--- src/design/cud_pkg.sv ---
// Shared types and character constants for the C string unescape decoder.
package cud_pkg;

   localparam int unsigned FIFO_DEPTH = 4;

   localparam logic [7:0] CHAR_ZERO   = 8'h30;
   localparam logic [7:0] CHAR_SEVEN  = 8'h37;
   localparam logic [7:0] CHAR_QUOTE  = 8'h22;
   localparam logic [7:0] CHAR_BSLASH = 8'h5c;
   localparam logic [7:0] CHAR_A      = 8'h61;
   localparam logic [7:0] CHAR_B      = 8'h62;
   localparam logic [7:0] CHAR_F      = 8'h66;
   localparam logic [7:0] CHAR_N      = 8'h6e;
   localparam logic [7:0] CHAR_R      = 8'h72;
   localparam logic [7:0] CHAR_T      = 8'h74;
   localparam logic [7:0] CHAR_V      = 8'h76;

   localparam logic [7:0] CODE_BEL = 8'd7;
   localparam logic [7:0] CODE_BS  = 8'd8;
   localparam logic [7:0] CODE_FF  = 8'd12;
   localparam logic [7:0] CODE_LF  = 8'd10;
   localparam logic [7:0] CODE_CR  = 8'd13;
   localparam logic [7:0] CODE_HT  = 8'd9;
   localparam logic [7:0] CODE_VT  = 8'd11;

   localparam logic [1:0] OCTAL_MAX_DIGITS = 2'd3;

   typedef struct packed {
      logic [7:0] out_byte;
      logic       has_byte;
      logic       run_last;
      logic       string_end;
      logic       bad_escape;
   } result_type;

   // Up to two results produced by one input transfer.
   typedef struct packed {
      logic [1:0] count;
      result_type r0;
      result_type r1;
   } push_type;

   typedef struct packed {
      logic       escape_pending;
      logic [1:0] octal_digits;
      logic [8:0] octal_accum;
      logic       error_sticky;
   } state_type;

endpackage

--- src/design/c_string_unescape_decoder.sv ---
// Top level of the C string unescape decoder.
//
//  channel | dir | handshake            | payload
//  req     | in  | req_valid/req_ready  | req_in_byte, req_in_last
//  rsp     | out | rsp_valid/rsp_ready  | rsp_out_byte, rsp_has_byte, rsp_run_last,
//          |     |                      | rsp_string_end, rsp_bad_escape
//
// One byte is taken per cycle while req_ready is high; its 0, 1 or 2 results land
// in the result queue at that same edge and the first can transfer on the next cycle.
// Throughput is set by the result queue draining one result per cycle while rsp_ready
// is high: the second result of a byte that gives two results is absorbed by the queue.
// req_ready is high while the queue has room for two results, so a stall on
// rsp backs up into req once more than FIFO_DEPTH-2 results are queued.
// Synchronous active-high reset clears the decoder state and empties the queue.
module c_string_unescape_decoder #(
   parameter int unsigned FIFO_DEPTH = cud_pkg::FIFO_DEPTH
) (
   input  logic       clock,
   input  logic       reset,
   input  logic       req_valid,
   output logic       req_ready,
   input  logic [7:0] req_in_byte,
   input  logic       req_in_last,
   output logic       rsp_valid,
   input  logic       rsp_ready,
   output logic [7:0] rsp_out_byte,
   output logic       rsp_has_byte,
   output logic       rsp_run_last,
   output logic       rsp_string_end,
   output logic       rsp_bad_escape
);

   cud_pkg::push_type   push;
   cud_pkg::result_type head;
   logic                accept;
   logic                space_ok;

   // req is ready whenever the queue can take a worst-case byte
   assign req_ready = space_ok;
   assign accept    = req_valid && req_ready;

   cud_decode u_decode (
      .clock   (clock),
      .reset   (reset),
      .accept  (accept),
      .in_byte (req_in_byte),
      .in_last (req_in_last),
      .push    (push)
   );

   cud_result_fifo #(
      .DEPTH (FIFO_DEPTH)
   ) u_fifo (
      .clock     (clock),
      .reset     (reset),
      .push      (push),
      .space_ok  (space_ok),
      .out_valid (rsp_valid),
      .out_ready (rsp_ready),
      .out_data  (head)
   );

   assign rsp_out_byte   = head.out_byte;
   assign rsp_has_byte   = head.has_byte;
   assign rsp_run_last   = head.run_last;
   assign rsp_string_end = head.string_end;
   assign rsp_bad_escape = head.bad_escape;

`ifndef ASSERT_OFF
   a_end_is_run_last: assert property (@(posedge clock) disable iff (reset)
      rsp_valid && rsp_string_end |-> rsp_run_last)
      else $error("string end without run last");
   a_nobyte_zero: assert property (@(posedge clock) disable iff (reset)
      rsp_valid && !rsp_has_byte |-> rsp_out_byte == 8'd0)
      else $error("byte data without has_byte");
   a_bad_nobyte: assert property (@(posedge clock) disable iff (reset)
      rsp_valid && rsp_bad_escape |-> !rsp_has_byte)
      else $error("bad escape carries a byte");
`endif

endmodule

--- src/design/cud_decode.sv ---
// Escape decoder: state registers and per-byte result generation.
module cud_decode (
   input  logic              clock,
   input  logic              reset,
   input  logic              accept,
   input  logic [7:0]        in_byte,
   input  logic              in_last,
   output cud_pkg::push_type push
);

   cud_pkg::state_type  state_ff;
   cud_pkg::state_type  state_in;
   cud_pkg::result_type res [2];
   logic [1:0]          n;
   logic                is_oct;

   always_comb begin
      state_in = state_ff;
      n        = 2'd0;
      res[0]   = '0;
      res[1]   = '0;
      is_oct   = (in_byte >= cud_pkg::CHAR_ZERO) && (in_byte <= cud_pkg::CHAR_SEVEN);

      if (state_ff.error_sticky) begin
         if (in_last) begin
            res[0].bad_escape = 1'b1;
            n = 2'd1;
         end
      end else if (state_ff.escape_pending) begin
         state_in.escape_pending = 1'b0;
         n = 2'd1;
         res[0].has_byte = 1'b1;
         case (in_byte)
            cud_pkg::CHAR_QUOTE,
            cud_pkg::CHAR_BSLASH: res[0].out_byte = in_byte;
            cud_pkg::CHAR_A:      res[0].out_byte = cud_pkg::CODE_BEL;
            cud_pkg::CHAR_B:      res[0].out_byte = cud_pkg::CODE_BS;
            cud_pkg::CHAR_F:      res[0].out_byte = cud_pkg::CODE_FF;
            cud_pkg::CHAR_N:      res[0].out_byte = cud_pkg::CODE_LF;
            cud_pkg::CHAR_R:      res[0].out_byte = cud_pkg::CODE_CR;
            cud_pkg::CHAR_T:      res[0].out_byte = cud_pkg::CODE_HT;
            cud_pkg::CHAR_V:      res[0].out_byte = cud_pkg::CODE_VT;
            default: begin
               res[0].has_byte = 1'b0;
               if (is_oct) begin
                  n = 2'd0;
                  state_in.octal_digits = 2'd1;
                  state_in.octal_accum  = {6'd0, in_byte[2:0]};
               end else begin
                  state_in.error_sticky = 1'b1;
                  res[0].bad_escape     = 1'b1;
               end
            end
         endcase
      end else begin
         if ((state_ff.octal_digits != 2'd0) &&
             (state_ff.octal_digits < cud_pkg::OCTAL_MAX_DIGITS) && is_oct) begin
            // digit absorbed into the running octal value
            state_in.octal_digits = state_ff.octal_digits + 2'd1;
            state_in.octal_accum  = {state_ff.octal_accum[5:0], in_byte[2:0]};
         end else begin
            if (state_ff.octal_digits != 2'd0) begin
               res[0].out_byte = state_ff.octal_accum[7:0];
               res[0].has_byte = 1'b1;
               n = 2'd1;
               state_in.octal_digits = 2'd0;
               state_in.octal_accum  = '0;
            end
            if (in_byte == cud_pkg::CHAR_BSLASH) begin
               state_in.escape_pending = 1'b1;
            end else if (in_byte != cud_pkg::CHAR_QUOTE) begin
               res[n[0]].out_byte = in_byte;
               res[n[0]].has_byte = 1'b1;
               n = n + 2'd1;
            end
         end
      end

      if (in_last) begin
         if (!state_in.error_sticky && (state_in.octal_digits != 2'd0)) begin
            res[n[0]].out_byte = state_in.octal_accum[7:0];
            res[n[0]].has_byte = 1'b1;
            n = n + 2'd1;
         end
         if (n == 2'd0) begin
            n = 2'd1;
         end
         res[n[1]].string_end = 1'b1;
         state_in = '0;
      end
      if (n != 2'd0) begin
         res[n[1]].run_last = 1'b1;
      end

      push.count = accept ? n : 2'd0;
      push.r0    = res[0];
      push.r1    = res[1];
   end

   always_ff @(posedge clock) begin
      if (reset) begin
         state_ff <= '0;
      end else if (accept) begin
         state_ff <= state_in;
      end
   end

`ifndef ASSERT_OFF
   a_last_clears: assert property (@(posedge clock) disable iff (reset)
      accept && in_last |=> state_ff == '0)
      else $error("state not cleared after string end");
   a_last_gives_result: assert property (@(posedge clock) disable iff (reset)
      accept && in_last |-> push.count != 2'd0)
      else $error("string end produced no result");
   a_err_no_octal: assert property (@(posedge clock) disable iff (reset)
      state_ff.error_sticky |-> !state_ff.escape_pending && state_ff.octal_digits == 2'd0)
      else $error("error state with pending escape or octal run");
   a_count_bound: assert property (@(posedge clock) disable iff (reset)
      push.count != 2'd3)
      else $error("more than two results from one byte");
`endif

endmodule

--- src/design/cud_result_fifo.sv ---
// Result queue: takes up to two results per cycle, hands out one per transfer.
module cud_result_fifo #(
   parameter int unsigned DEPTH = cud_pkg::FIFO_DEPTH
) (
   input  logic                clock,
   input  logic                reset,
   input  cud_pkg::push_type   push,
   output logic                space_ok,
   output logic                out_valid,
   input  logic                out_ready,
   output cud_pkg::result_type out_data
);

   localparam int unsigned PTR_W = (DEPTH > 1) ? $clog2(DEPTH) : 1;
   localparam int unsigned CNT_W = $clog2(DEPTH + 1);

   cud_pkg::result_type mem_ff [DEPTH];
   logic [PTR_W-1:0]    wr_ff, wr_in, rd_ff, rd_in, wr_next;
   logic [CNT_W-1:0]    count_ff, count_in;
   logic                pop;

   function automatic logic [PTR_W-1:0] ptr_inc(input logic [PTR_W-1:0] p);
      ptr_inc = (p == PTR_W'(DEPTH - 1)) ? '0 : p + PTR_W'(1);
   endfunction

   always_comb begin
      out_valid = count_ff != '0;
      pop       = out_valid && out_ready;
      wr_next   = ptr_inc(wr_ff);
      wr_in     = (push.count == 2'd2) ? ptr_inc(wr_next) :
                  (push.count == 2'd1) ? wr_next : wr_ff;
      rd_in     = pop ? ptr_inc(rd_ff) : rd_ff;
      count_in  = count_ff + CNT_W'(push.count) - CNT_W'(pop);
      out_data  = mem_ff[rd_ff];
      space_ok  = count_ff <= CNT_W'(DEPTH - 2);
   end

   always_ff @(posedge clock) begin
      if (push.count != 2'd0) begin
         mem_ff[wr_ff] <= push.r0;
      end
      if (push.count == 2'd2) begin
         mem_ff[wr_next] <= push.r1;
      end
   end

   always_ff @(posedge clock) begin
      if (reset) begin
         wr_ff    <= '0;
         rd_ff    <= '0;
         count_ff <= '0;
      end else begin
         wr_ff    <= wr_in;
         rd_ff    <= rd_in;
         count_ff <= count_in;
      end
   end

`ifndef ASSERT_OFF
   a_no_overflow: assert property (@(posedge clock) disable iff (reset)
      count_ff <= CNT_W'(DEPTH))
      else $error("result queue overflow");
   a_push_needs_space: assert property (@(posedge clock) disable iff (reset)
      push.count != 2'd0 |-> space_ok)
      else $error("push without room");
   a_count_tracks: assert property (@(posedge clock) disable iff (reset)
      (push.count == 2'd0) && !pop |=> $stable(count_ff))
      else $error("count moved without push or pop");
`endif

endmodule
--- config.mk ---
export PLATFORM = sky130hd
export DESIGN_NAME = c_string_unescape_decoder
export DESIGN_NICKNAME = d
export VERILOG_FILES = /design/src/design/cud_pkg.sv /design/src/design/c_string_unescape_decoder.sv /design/src/design/cud_decode.sv /design/src/design/cud_result_fifo.sv
export SDC_FILE = /design/constraint.sdc
export NUM_CORES = 1
export LEC_CHECK = 0
export ABC_AREA = 1
export BUFFER_PORTS_ARGS = -buffer_cell sky130_fd_sc_hd__buf_2
export CAP_MARGIN = 20
export CORE_AREA = 2 2 95 97
export DETAILED_ROUTE_END_ITERATION = 8
export DIE_AREA = 0 0 97 99
export GPL_TIMING_DRIVEN = 0
export HOLD_SLACK_MARGIN = 0.15
export PLACE_DENSITY = 0.77
export RECOVER_POWER = 50
export SLEW_MARGIN = 0
export SYNTH_ARGS = -nofsm -noshare
export SYNTH_HDL_FRONTEND = slang
export SYNTH_SLANG_ARGS = --single-unit
--- constraint.sdc ---
create_clock -name clock -period 4.1 [get_ports clock]
set_clock_uncertainty 0.15 [all_clocks]
set_input_delay 0.205 -clock clock [delete_from_list [all_inputs] [get_ports clock]]
set_output_delay 0.205 -clock clock [all_outputs]
set_load 0.01 [all_outputs]
# ---- After elaboration in Yosys (flattened, before gate mapping)
# Memories as Yosys holds them, arrays and structs flattened. A register that Yosys moved wholly into a read port is not among the register bits.
# Cells that the tools add are included.
dict set report totals {
  mem_bits_ro 0
  reg_bits 19
  latch_bits 0
  memories 1
  ramBits 48
}
dict set report op_classes {
  multipliers 0
  n_eq_ne 16
  magnitude_cmp 12
  n_addsub 8
  div_mod_pow 0
  n_bitwise 4
  shifts 0
  muxes 80
  n_reduce_logical 21
}
# memory words word_bits read_ports rd_ports_with_merged_regs wr line_no
set memory_table {}
lappend memory_table {u_fifo.mem_ff 4 12 1 1 2 cud_result_fifo.sv:17} ;# cud_pkg::result_type mem_ff [DEPTH];
# cell n
set ops {}
lappend ops {{$mux 24} 7}
lappend ops {{$bwmux 24} 6}
lappend ops {{$demux 12 s1} 6}
lappend ops {{$mux 12} 6}
lappend ops {{$eq 8x7->1 const B} 8}
lappend ops {{$pmux 8 s8} 1}
lappend ops {{$mux 2} 24}
lappend ops {{$mux 9} 5}
lappend ops {{$mux 11} 4}
lappend ops {{$mux 13} 2}
lappend ops {{$mux 1} 16}
lappend ops {{$add 2x1->2 const B} 6}
lappend ops {{$logic_and 1x1->1} 10}
lappend ops {{$reduce_bool 2->1} 5}
lappend ops {{$reduce_or 9->1} 1}
lappend ops {{$eq 2x2->1 const B} 4}
lappend ops {{$eq 8x6->1 const B} 1}
lappend ops {{$ge 2x2->1 const B} 4}
lappend ops {{$ge 8x6->1 const B} 1}
lappend ops {{$le 8x6->1 const B} 1}
lappend ops {{$lt 2x1->1 const B} 4}
lappend ops {{$mux 4} 2}
lappend ops {{$ne 8x6->1 const B} 1}
lappend ops {{$not 1->2} 4}
lappend ops {{other kinds (12)} 12}

# ---- Depth between registers and ports, before layout
dict set report logic_depth {
  word_depth 27
  depth_mapped 23
  ltp_nobuf 22
}

# ---- Modules after synthesis
# A second synthesis with hierarchy kept.
dict set report hier_totals {
  cells_unflattened 605
  hier_area_um2 4615.7
}
# module instances area_per_inst_um2 cells_each
set modules_own_cells {}
lappend modules_own_cells {cud_result_fifo 1 2970.3 310}
lappend modules_own_cells {cud_decode 1 1637.8 293}
lappend modules_own_cells {c_string_unescape_decoder 1 7.5 2}

# ---- Least setup slack after synthesis
# Ideal clock, no wire load.
dict set report synth_timing {
  path_kind {register to register}
  startpoint {reg u_decode.state_ff[10] (netlist name)}
  endpoint {mem u_fifo.mem_ff[3][0] (netlist name), enable pin}
  required_time_ns 3.552
  path_stages_with_launch 19
  n_path_buf 2
  setup_time_ns 0.398
  t_arrival_ns 3.586
  path_slack_ns -0.034
  cell_sequence {dfxtp_1 inv_1 ha_1 buf_2 clkinv_1 ha_1 nand2_1 o21ai_1 nand2_1 nand2_2 nand2_2 buf_4 ha_1 nand3_2 nand3_2 nand2_2 nand2_1 ha_1 o21ai_0}
}
# element line_no
set synth_rtl {}
lappend synth_rtl {{start: declaration} cud_decode.sv:11} ;# cud_pkg::state_type state_ff;
lappend synth_rtl {{start signal: assignment} cud_decode.sv:104} ;# state_ff <= state_in;
lappend synth_rtl {{end: declaration} cud_result_fifo.sv:17}

==> flow_summary.toml <==
[clock_network]
cts_sinks = 69
cts-root-buf = "clkbuf_8"
postCtsSetupBuffers = 0
clock_latency_ns = 0.34
cts_tree = "done"
clk_pin_slew_worst_paths_ns = 0.07
cts_buffers = 9
clk_path_buf_depth = 2
cts_max_level = 3

[routing]
wirelength_met1_mm = 5.18
avgViaCountPerCell = 5.63
drtPass1Iterations = 5
highest_layer = "met4"
wire_per_inst_um = 15.5
drt_iter0_drc = 298
antenna_left = 0
totalWireLength_mm = 12.5
post-route-drc-count = 0
routed-wl-met3_um = 899
wl_met2_mm = 5.98
vias = 4525

[yosys]
syn_inst = 649
synth_cell_types = 38
yosysWarnings = 0
syn_area_um2 = 4690
yosysSeqAreaShare_pct = 39.7
avgSynthCellArea_um2 = 7.22
synth_nets = 680
ys_ff_latch = 69

[sta]
max_freq_mhz = 258
period_share_pct = 94.5
hold_ws_ns = 0.176
finalHoldViolCount = 0
finalCriticalPeriod_ns = 3.88
max_slew_margin_pct = 56.2
fin_ws_ns = 0.225
final-setup-viol-count = 0
maxSlewViolCount = 0
worst_pin_slew_ns = 0.650

[finish]
fin_nets = 723
drive_above_1_share_pct = 13.4
utilization_pct = 61.0
final_area_um2 = 5220
diodes = 0
area_delta_synth_final_pct = 11.4

[setup_path]
r2r_start = "u_decode.state_ff[10]"
path_class = "flop to flop"
crit_end = "u_fifo.mem_ff[3][5]"
worstPathMaxFanout = 10
critPathLaunchType = "flop"
crit_chain = "inv_1 -> ha_1 -> buf_4 -> inv_4 -> ha_1 -> nand2_1 -> o21ai_1 -> nand2_1 -> nand2_2 -> nand2_2 -> buf_4 -> ha_1 -> nand3_2 -> nand3_2 -> nand2_2 -> nand2_2 -> ha_2 -> nand2_1 -> buf_4 -> o21ai_4 -> buf_4"
critPathLaunch = "u_decode.state_ff[10]"
required_ns = 4.01
critical-path-slowest-cell = "dfxtp_1"
end_kind = "flop"
reg2regPathDepth = 21
worst_ep_arrival_time_ns = 3.78
rrSetupSlack_ns = 0.22
worst_path_largest_cell_delay_ns = 0.33
r2r_end = "u_fifo.mem_ff[3][5]"

[placement]
io_buffers = 25
dp_worst_setup_slack_ns = -0.356
globalplace.congestion = 0.906
hpwl_mm = 9.10
dpl-instance-area_um2 = 4990

[power]
leakage_nw = 2.33
powerDensity_nw_per_um2 = 366
peakVddDrop_uv = 181

[global_route]
first_global_vias = 4220
grt_max_degree = 13
overflow = 0
grt_pass1_wl_mm = 20.2
grt_use_total_pct = 26.3
antenna_found_initial = 0

[floorplanning]
pin_count = 27
row_count = 34
dieArea_um2 = 9600
dieHeight_um = 99
core_um2 = 8550
start_util_pct = 54.8
die_w_um = 97

[run]
maxCapViolCount = 0

[status]
status = "finished clean"

[min_path]
hp-class = "primary input to flop"
## sequential cells by signal (all words and copies together), names as in the netlist, named ones only
register           flops
u_fifo.mem_ff         48
u_fifo.wr_ff           2
u_fifo.rd_ff           2
u_fifo.count_ff        3
u_decode.state_ff     12
## worst min-delay path by stage
| stage | startpoint | to | cells past startpoint |
|---|---|---|---|
| 2_1_floorplan | reset | u_decode.state_ff[10] | 1 |
| 3_3_place_gp | u_decode.state_ff[6] | u_decode.state_ff[6] | 2 |
| 3_5_place_dp | u_decode.state_ff[10] | u_decode.state_ff[10] | 2 |
| 4_1_cts | req_valid | u_decode.state_ff[12] | 4 |
| 5_1_grt | req_valid | u_decode.state_ff[12] | 4 |
| 6_report | req_valid | u_decode.state_ff[12] | 4 |
## final cells by class
class                           count  area [um^2]
Clock buffer                        9          124
Clock inverter                      6         31.3
Tap cell                          108          135
Fill cell                         769         3330
Timing Repair Buffer               33          186
Inverter                           59          224
Multi-Input combinational cell    496         2540
Sequential cell                    69         1860
Buffer                             24          121
## cells in the mapped netlist
cell	n	area share, %
nand4_4	2	0.91
xnor2_1	2	0.37
fa_1	1	0.43
nand2_1	236	19
edfxtp_1	48	31
inv_2	13	1.0
buf_2	6	0.64
o211a_1	1	0.21
buf_4	2	0.32
a211oi_1	2	0.32
nand2_2	9	1.2
nor2_4	3	0.72
o21ai_4	1	0.35
nand4_2	1	0.27
nor4_2	1	0.27
nand4_1	13	1.7
nand3_2	3	0.64
nor2_1	55	4.4
a22oi_1	1	0.16
clkbuf_1	15	1.2
buf_6	1	0.24
o21ai_1	7	0.75
nand3_1	33	3.5
o21ai_0	51	5.4
nor3_1	5	0.53
buf_1	1	0.080
a21oi_1	22	2.3
o22ai_1	13	1.7
xor2_1	1	0.19
clkinv_1	2	0.16
a2111oi_0	1	0.19
inv_1	44	3.5
nand2_8	1	0.43
o211ai_1	3	0.48
nand2_4	5	1.2
nor2_2	6	0.80
dfxtp_1	21	9.0
ha_1	17	4.5
## where the power goes
| part | internal [W] | switching [W] | total [W] |
|---|---|---|---|
| registers | 0.000826 | 0.0000364 | 0.000863 |
| clock network | 0.000209 | 0.000254 | 0.000464 |
| logic | 0.000197 | 0.000388 | 0.000586 |
| total | 0.00123 | 0.000679 | 0.00191 |
## worst max-delay path, delay by kind of cell, from the launching register on
kind,cells,cell delay [ns]
AOI/OAI and AO/OA,2,0.20
adders and majority gates,4,1.02
buffers and inverters,6,0.98
DFF,1,0.33
and+or+nand+nor,9,0.91
## per-stage QoR
step | setup TNS (ns) | instances | power (W)
4_1_cts | 0 | 802 | 0.00191
3_5_place_dp | -17.06 | 786 | 0.00146
3_3_place_gp | -48.75 | 782 | 0.00142
6_report | 0 | 804 | 0.00191
5_1_grt | -0.00434 | 804 | 0.00202
2_1_floorplan | -1.61 | 649 | 0.00124
## cells in the final DEF, fill, tap and decap left out, types with 2 or more instances in the layout
| cell type | instances |
|---|---|
| edfxtp_1 | 48 |
| o211ai_1 | 3 |
| buf_2 | 12 |
| nand2_2 | 10 |
| nand3_2 | 3 |
| nand2_4 | 5 |
| nor2_4 | 3 |
| dlygate4sd3_1 | 2 |
| clkinv_1 | 2 |
| inv_2 | 13 |
| o21ai_1 | 7 |
| buf_6 | 4 |
| buf_4 | 9 |
| nand4_4 | 2 |
| clkbuf_8 | 9 |
| clkbuf_2 | 2 |
| nor2_1 | 55 |
| nand3_1 | 33 |
| a21oi_1 | 22 |
| nor2_2 | 6 |
| o22ai_1 | 13 |
| nand4_1 | 13 |
| inv_1 | 44 |
| clkinv_2 | 4 |
| o21ai_0 | 47 |
| dfxtp_1 | 21 |
| nand2_1 | 235 |
| nor3_1 | 5 |
| xnor2_1 | 2 |
| clkbuf_1 | 27 |
| o21ai_4 | 5 |
| ha_1 | 16 |
| a211oi_1 | 2 |
## cells by family after synthesis
logic type	count (synthesis)	share of synthesized area [%]
flops	69	39.7
fa+ha+maj	18	4.97
buf+inv	84	7.21
simple gates	373	35.5
xor+xnor	3	0.561
compound gates	102	12.0
## repair_timing
action                                  4_1_cts  5_1_grt
endpoints found under the hold margin         7        0
endpoints found under the setup margin       88       92
hold buffers                                  2        0
gates cloned                                  0        2
resized for setup                            11       16
## routing by layer
layer | vias up | track usage [%]
li1 | 2225 | -
met1 | 2059 | 33.4
met2 | 195 | 44.6
met3 | 46 | 4.89
met4 | 0 | 10.5
met5 | - | 0
(Power assumes the default switching activity.)
